<file path="src/hdl/bfvt_pkg.sv">
// Package of types and constants for the box-against-frustum visibility test.
`default_nettype none

package bfvt_pkg;

    // Number of clip planes, one cell each.
    localparam int NUM_PLANES = 6;

    // Configuration port widths.
    localparam int CFG_IDX_W  = 3;
    localparam int CFG_DATA_W = 64;

    // Pipeline stages in one cell and in the whole chain.
    localparam int CELL_STAGES = 2;
    localparam int CHAIN_DEPTH = NUM_PLANES * CELL_STAGES;

    // One plane as packed in its register: w in the top bits, x in the bottom.
    typedef struct packed {
        logic signed [27:0] w;
        logic signed [11:0] z;
        logic signed [11:0] y;
        logic signed [11:0] x;
    } t_plane;

    // One box word.
    typedef struct packed {
        logic signed [15:0] center_x;
        logic signed [15:0] center_y;
        logic signed [15:0] center_z;
        logic        [14:0] half_x;
        logic        [14:0] half_y;
        logic        [14:0] half_z;
    } t_box;

    // What travels from cell to cell: the box and its verdict so far.
    typedef struct packed {
        logic vis;
        t_box box;
    } t_tok;

endpackage

`default_nettype wire

</file>
<file path="src/hdl/bfvt_cell.sv">
// One plane cell: holds a clip plane and tests each passing box against it.
`default_nettype none

module bfvt_cell (
    input  logic              i_clk,
    input  logic              i_rst_n,
    input  logic              i_plane_we,
    input  logic [63:0]       i_plane_data,
    input  logic              i_valid,
    output logic              o_ready,
    input  bfvt_pkg::t_tok    i_tok,
    output logic              o_valid,
    input  logic              i_ready,
    output bfvt_pkg::t_tok    o_tok
);

    bfvt_pkg::t_plane r_plane;

    logic               r_v1, r_v2;
    logic               ld1, ld2;
    bfvt_pkg::t_tok     r_tok1, r_tok2;
    logic signed [27:0] r_w;
    logic signed [29:0] r_prod_x, r_prod_y, r_prod_z;
    logic signed [17:0] sel_x, sel_y, sel_z;
    logic signed [29:0] n_prod_x, n_prod_y, n_prod_z;
    logic signed [31:0] margin;
    logic               pass;

    // Plane register, written from the configuration port.
    always_ff @(posedge i_clk) begin
        if (!i_rst_n) begin
            r_plane <= '0;
        end else if (i_plane_we) begin
            r_plane <= bfvt_pkg::t_plane'(i_plane_data);
        end
    end

    // Each stage loads when it is empty or its word moves on.
    assign ld2     = !r_v2 || i_ready;
    assign ld1     = !r_v1 || ld2;
    assign o_ready = ld1;

    // Per axis, p*c + |p|*h equals p*(c+h) for p >= 0 and p*(c-h) for p < 0.
    always_comb begin
        sel_x = r_plane.x[11]
              ? 18'(i_tok.box.center_x) - 18'($signed({1'b0, i_tok.box.half_x}))
              : 18'(i_tok.box.center_x) + 18'($signed({1'b0, i_tok.box.half_x}));
        sel_y = r_plane.y[11]
              ? 18'(i_tok.box.center_y) - 18'($signed({1'b0, i_tok.box.half_y}))
              : 18'(i_tok.box.center_y) + 18'($signed({1'b0, i_tok.box.half_y}));
        sel_z = r_plane.z[11]
              ? 18'(i_tok.box.center_z) - 18'($signed({1'b0, i_tok.box.half_z}))
              : 18'(i_tok.box.center_z) + 18'($signed({1'b0, i_tok.box.half_z}));
        n_prod_x = r_plane.x * sel_x;
        n_prod_y = r_plane.y * sel_y;
        n_prod_z = r_plane.z * sel_z;
    end

    // First stage: the three products.
    always_ff @(posedge i_clk) begin
        if (!i_rst_n) begin
            r_v1 <= 1'b0;
        end else if (ld1) begin
            r_v1 <= i_valid;
        end
    end

    always_ff @(posedge i_clk) begin
        if (ld1 && i_valid) begin
            r_tok1   <= i_tok;
            r_prod_x <= n_prod_x;
            r_prod_y <= n_prod_y;
            r_prod_z <= n_prod_z;
            r_w      <= r_plane.w;
        end
    end

    // Second stage: the box passes when d + r is above zero.
    assign margin = 32'(r_prod_x) + 32'(r_prod_y) + 32'(r_prod_z) + 32'(r_w);
    assign pass   = margin > 32'sd0;

    always_ff @(posedge i_clk) begin
        if (!i_rst_n) begin
            r_v2 <= 1'b0;
        end else if (ld2) begin
            r_v2 <= r_v1;
        end
    end

    always_ff @(posedge i_clk) begin
        if (ld2 && r_v1) begin
            r_tok2.box <= r_tok1.box;
            r_tok2.vis <= r_tok1.vis && pass;
        end
    end

    assign o_valid = r_v2;
    assign o_tok   = r_tok2;

endmodule

`default_nettype wire

</file>
<file path="config.mk">
export PLATFORM = sky130hd
export DESIGN_NAME = bfvt_cell
export DESIGN_NICKNAME = d
export VERILOG_FILES = /design/src/hdl/bfvt_pkg.sv /design/src/hdl/bfvt_cell.sv
export SDC_FILE = /design/constraint.sdc
export NUM_CORES = 2
export LEC_CHECK = 0
export BUFFER_PORTS_ARGS = -buffer_cell sky130_fd_sc_hd__buf_2
export CORE_UTILIZATION = 40
export CTS_BUF_LIST = sky130_fd_sc_hd__clkbuf_8
export DETAILED_ROUTE_END_ITERATION = 8
export SLEW_MARGIN = 25
export SYNTH_ARGS = -nofsm -noshare
export SYNTH_HDL_FRONTEND = slang
export SYNTH_SLANG_ARGS = --single-unit
</file>
<file path="constraint.sdc">
create_clock -name i_clk -period 11 [get_ports i_clk]
set_input_delay 1.65 -clock i_clk [delete_from_list [all_inputs] [get_ports i_clk]]
set_output_delay 1.65 -clock i_clk [all_outputs]
set_load 0.1 [all_outputs]
</file>
== Yosys cells after proc, flatten, opt, wreduce, memory -nomap -nowiden ==
Index checks and enable logic that the tools add are counted.

* Output and inout port bits: 96
* Bits in latches: 0
* Bits in read-only memories: 0
* Register bits after elaboration: 372
* Word-level logic and storage cells: 47
* Bits in writable memories: 0
* Memories: 0

* Add/sub/neg operators: 9
* Order comparisons: 1
* $mul: 3
* Muxes and demuxes: 3
* Eq/ne operators: 0
* Div/mod/pow operators: 0
* Shift-type cells: 0
* Reductions and logical operators: 7
* Bitwise gates (word level): 0

{| class="wikitable"
|+ Operator list
! kind !! number
|-
| 12-bit by 18-bit multiplier with 30-bit output || 3
|-
| 18-bit 2-to-1 mux || 3
|-
| 16-bit by 16-bit adder with 17-bit output || 3
|-
| 16-bit by 16-bit subtractor with 17-bit output || 3
|-
| 31-bit by 30-bit adder with 32-bit output || 1
|-
| 32-bit by 28-bit adder with 32-bit output || 1
|-
| 32-bit by 1-bit > comparator with 1-bit output, second input constant || 1
|-
| 30-bit by 30-bit adder with 31-bit output || 1
|-
| 1-bit logical AND || 3
|-
| 1-bit zero test || 2
|-
| 1-bit logical OR || 2
|}

== Logic depth before layout (Yosys ltp) ==
* Depth in word-level cells: 5
* Mapped depth: 37
* Depth with buffers taken out: 36

== Least setup slack after synthesis ==
OpenSTA, ideal clock, no wires.

* Path kind: input-to-reg
* Start: input port i_tok[5] in the netlist's numbering
* End: register r_prod_z[26], data pin
* Path slack: 1,506 ps
* Stages: 33
* Required time: 10,729 ps
* Arrival: 9,222 ps
* Cell sequence: nor3_1 > nand2_1 > nor3_1 > nor3b_1 > nor2_1 > xnor2_1 > ha_1 > a21oi_1 > a2bb2oi_1 > a31oi_1 > a311oi_1 > xor2_1 > clkbuf_1 > nand2_1 > inv_1 > fa_1 > ha_1 > inv_1 > fa_1 > inv_1 > fa_1 > inv_1 > fa_1 > inv_1 > ha_1 > a21o_1 > a21oi_1 > nor2_1 > a221o_1 > or4_1 > a32oi_1 > mux2i_1 > o2111ai_1

* Longest elaborated chain between the ends: 3
* Elaborated cells on any way between the ends: 4

{| class="wikitable"
|+ Ends and longest elaborated chain
! item !! line !! text
|-
| from (decl) || bfvt_cell.sv:11 || <nowiki>input bfvt_pkg::t_tok i_tok,</nowiki>
|-
| 16-bit by 16-bit adder with 17-bit output or 16-bit by 16-bit subtractor with 17-bit output (tied branches) || bfvt_cell.sv:53, bfvt_cell.sv:52 ||
|-
| 18-bit 2-to-1 mux * || bfvt_cell.sv:52 || <nowiki>? 18'(i_tok.box.center_z) - 18'($signed({1'b0, i_tok.box.half_z}))</nowiki>
|-
| 12-bit by 18-bit multiplier with 30-bit output * || bfvt_cell.sv:56 || <nowiki>n_prod_z = r_plane.z * sel_z;</nowiki>
|-
| net n_prod_z[26] || bfvt_cell.sv:25 || <nowiki>logic signed [29:0] n_prod_x, n_prod_y, n_prod_z;</nowiki>
|-
| to (signal assigned) || bfvt_cell.sv:73 || <nowiki>r_prod_z <= n_prod_z;</nowiki>
|-
| to (decl) || bfvt_cell.sv:23 || <nowiki>logic signed [29:0] r_prod_x, r_prod_y, r_prod_z;</nowiki>
|}

Mark *: on every way through the listed nets, which the timed path passes. The rest lies on a longest branch.
A chain may end at the register's enable or synchronous reset.

== Worst setup path in the final report ==
Ends and elaborated chain as after synthesis.

==> out/metrics.yaml <==
status: "complete, no violations"
grt_use_total_pct: 18.8
syn_inst: 3940
syn_avg_cell_area_um2: 10.3
crit_top_cell: "inv_1"
regArea_um2: 10500
grt_pass1_wl_um: 152000
drcViolationCount: 0
die_h_um: 320
grt_pass1_vias: 28200
die_w_um: 320
synth_xor_area_share_pct: 4.16
drive_gt1_share_pct: 11.0
period_share_pct: 92.5
synth_area_um2: 40400
end_kind: "register"
multi_input_area_um2: 26700
min_period_ns: 10.17
drtIter0Drc: 1574
htreeDepth: 3
cpPeakStageDelay_ns: 0.65
syn2layout_area_growth_pct: 11.0
wl_per_cell_um: 16.8
cp_slowest_cell: "a311oi_1"
antenna_found_initial: 4
setup_tns_ns: 0
clk_latency_ns: 0.73
clockBufferDepth: 3
synth_compound_area_share_pct: 6.93
synth_edf_count: 306
finalClockSkew_ns: 0.0587
port-buffer-count: 258
power_mw: 13.3
synth_nets: 5005
root_buffer: "clkbuf_8"
dp_cells: 5404
cp-start-kind: "input pin"
routabilityCongestion: 0.878
grt_overflow_total: 0
grt_max_degree: 68
cp.arrival_ns: 10.61
cts_buffers: 72
final-setup-viol-count: 0
io_pins: 259
post-cts-setup-buffer-count: 0
synth_top_family_by_area: "adder cells"
wl_um: 93200
synth_seq_cells: 372
crit_type: "in -> reg"
hpwl_um: 74700
synth_cell_types: 88
route.vias.total: 27600
synthFlopType: "edfxtp_1"
rsz0062_at_grt: "no"
relSlewSlack_pct: 29.8
peakVddDrop_v: 0.000251
yosysWarnings: 0
ant_nets: 0
hold_viol_final: 0
cp_top_family: "adder cells"
initial_core_util_pct: 40.4
cts-hold-fix-buffers: 0
ys_async_sr_fraction_pct: 0
synth_fa_ha_area_share_pct: 39.6
core-area_um2: 100000
fillers: 9631
crit_required_ns: 11.44
hold_path_class: "reg -> reg"
cts_sinks: 372
nets: 5245
p_per_area_nw_per_um2: 297
path_clk_slew_ns: 0.06
ctsResizeCount: 0
yosysSeqAreaShare_pct: 26.0
die_area_um2: 102000
path_max_fanout: 11
max_freq_ghz: 0.0983
synthMuxAreaShare_pct: 1.78
cap_viol_max_count: 0
leakagePower_nw: 20.6
rows: 116
viasPerCell: 4.97
crit_buf_inv: 7
worst-slew-pin-transition_ns: 1.05
cts_tree: "done"
dr.pass1.iters: 7
yosys.area_share.simple_pct: 13.4
instances_no_fill: 5543
maxSlewViolCount: 0
[where the power goes]
| part | switching [mW] | leakage, nW | total (mW) | internal [mW] |
|---|---|---|---|---|
| combinational | 5.61 | 16.2 | 9.58 | 3.97 |
| clock | 0.692 | 0.865 | 1.56 | 0.870 |
| sequential | 0.185 | 3.52 | 2.20 | 2.02 |
[metrics by stage]
stage	hold WS [ns]	area (um^2)	utilization, %	worst slack, ns
2_1_floorplan	0.400	40400	-	1.51
3_3_place_gp	0.400	43200	43.2	0.294
3_5_place_dp	0.405	43200	43.2	0.182
4_1_cts	0.386	44800	44.8	0.919
5_1_grt	0.388	44900	44.8	0.0741
6_report	0.387	44900	44.8	0.827
[cell usage in the layout, fill, tap and decap left out, types with 79 or more instances in the layout]
master	count
a21oi_1	128
and2_1	210
buf_2	257
clkbuf_8	79
edfxtp_1	306
fa_1	631
ha_1	271
inv_1	739
nand2_1	408
nor2_1	169
nor2b_1	121
xnor2_1	139
[logic make-up (layout without fill, tap and decap cells)]
kind of cell	after synthesis	in the layout
flops	372	372
fa+ha+maj	902	902
compound gates	427	427
simple gates	1098	1098
buf+inv	877	1176
xor+xnor	192	192
mux	72	72
other cells	0	6
[cells in the mapped netlist (55+ instances only)]
cell type  count  share of area (%)
fa_1         631                 31
xnor2_1      142                3.1
clkbuf_1     147                1.4
nor2_1       169                1.6
and2_1       211                3.3
edfxtp_1     306                 23
o21ai_0       55               0.68
inv_1        722                6.7
ha_1         271                8.4
dfxtp_1       66                3.3
nor2b_1      122                1.9
nand2_1      408                3.8
mux2i_1       71                1.8
a21oi_1      128                1.6
[flip-flops by register name, indices dropped and copies added, names as in the netlist]
name and flops:
r_prod_z 30, r_w 28, o_tok 94, o_valid 1
r_plane 64, r_v1 1, r_prod_y 30, r_tok1 94
r_prod_x 30
[cell type report]
cell class / instances / area share (%)
diodes: 6 / 0.0335
clock buffers: 79 / 2.42
clock inverters: 54 / 1.14
inverters: 725 / 6.06
multi-input cells: 2691 / 59.4
flip-flops and latches: 372 / 23.4
well taps: 1298 / 3.62
repair buffers: 318 / 3.89
[routing by layer]
| metal | track usage [%] | routed length, um |
|---|---|---|
| met1 | 26.2 | 42600 |
| met2 | 30.0 | 43700 |
| met3 | 3.25 | 5040 |
| met4 | 5.05 | 1870 |
| met5 | 0 | 13 |
[path summary, 6_finish.rpt]
check,start,endpoint,slack [ns],depth (start not counted)
worst max register to register,r_plane[35],r_prod_z[26],1.56,33
worst min register to register,r_tok1[68],o_tok[68],0.39,0
worst min-delay path,r_tok1[68],o_tok[68],0.39,0
worst max-delay path,i_tok[5],r_prod_z[26],0.83,34
(Power assumes the default switching activity.)
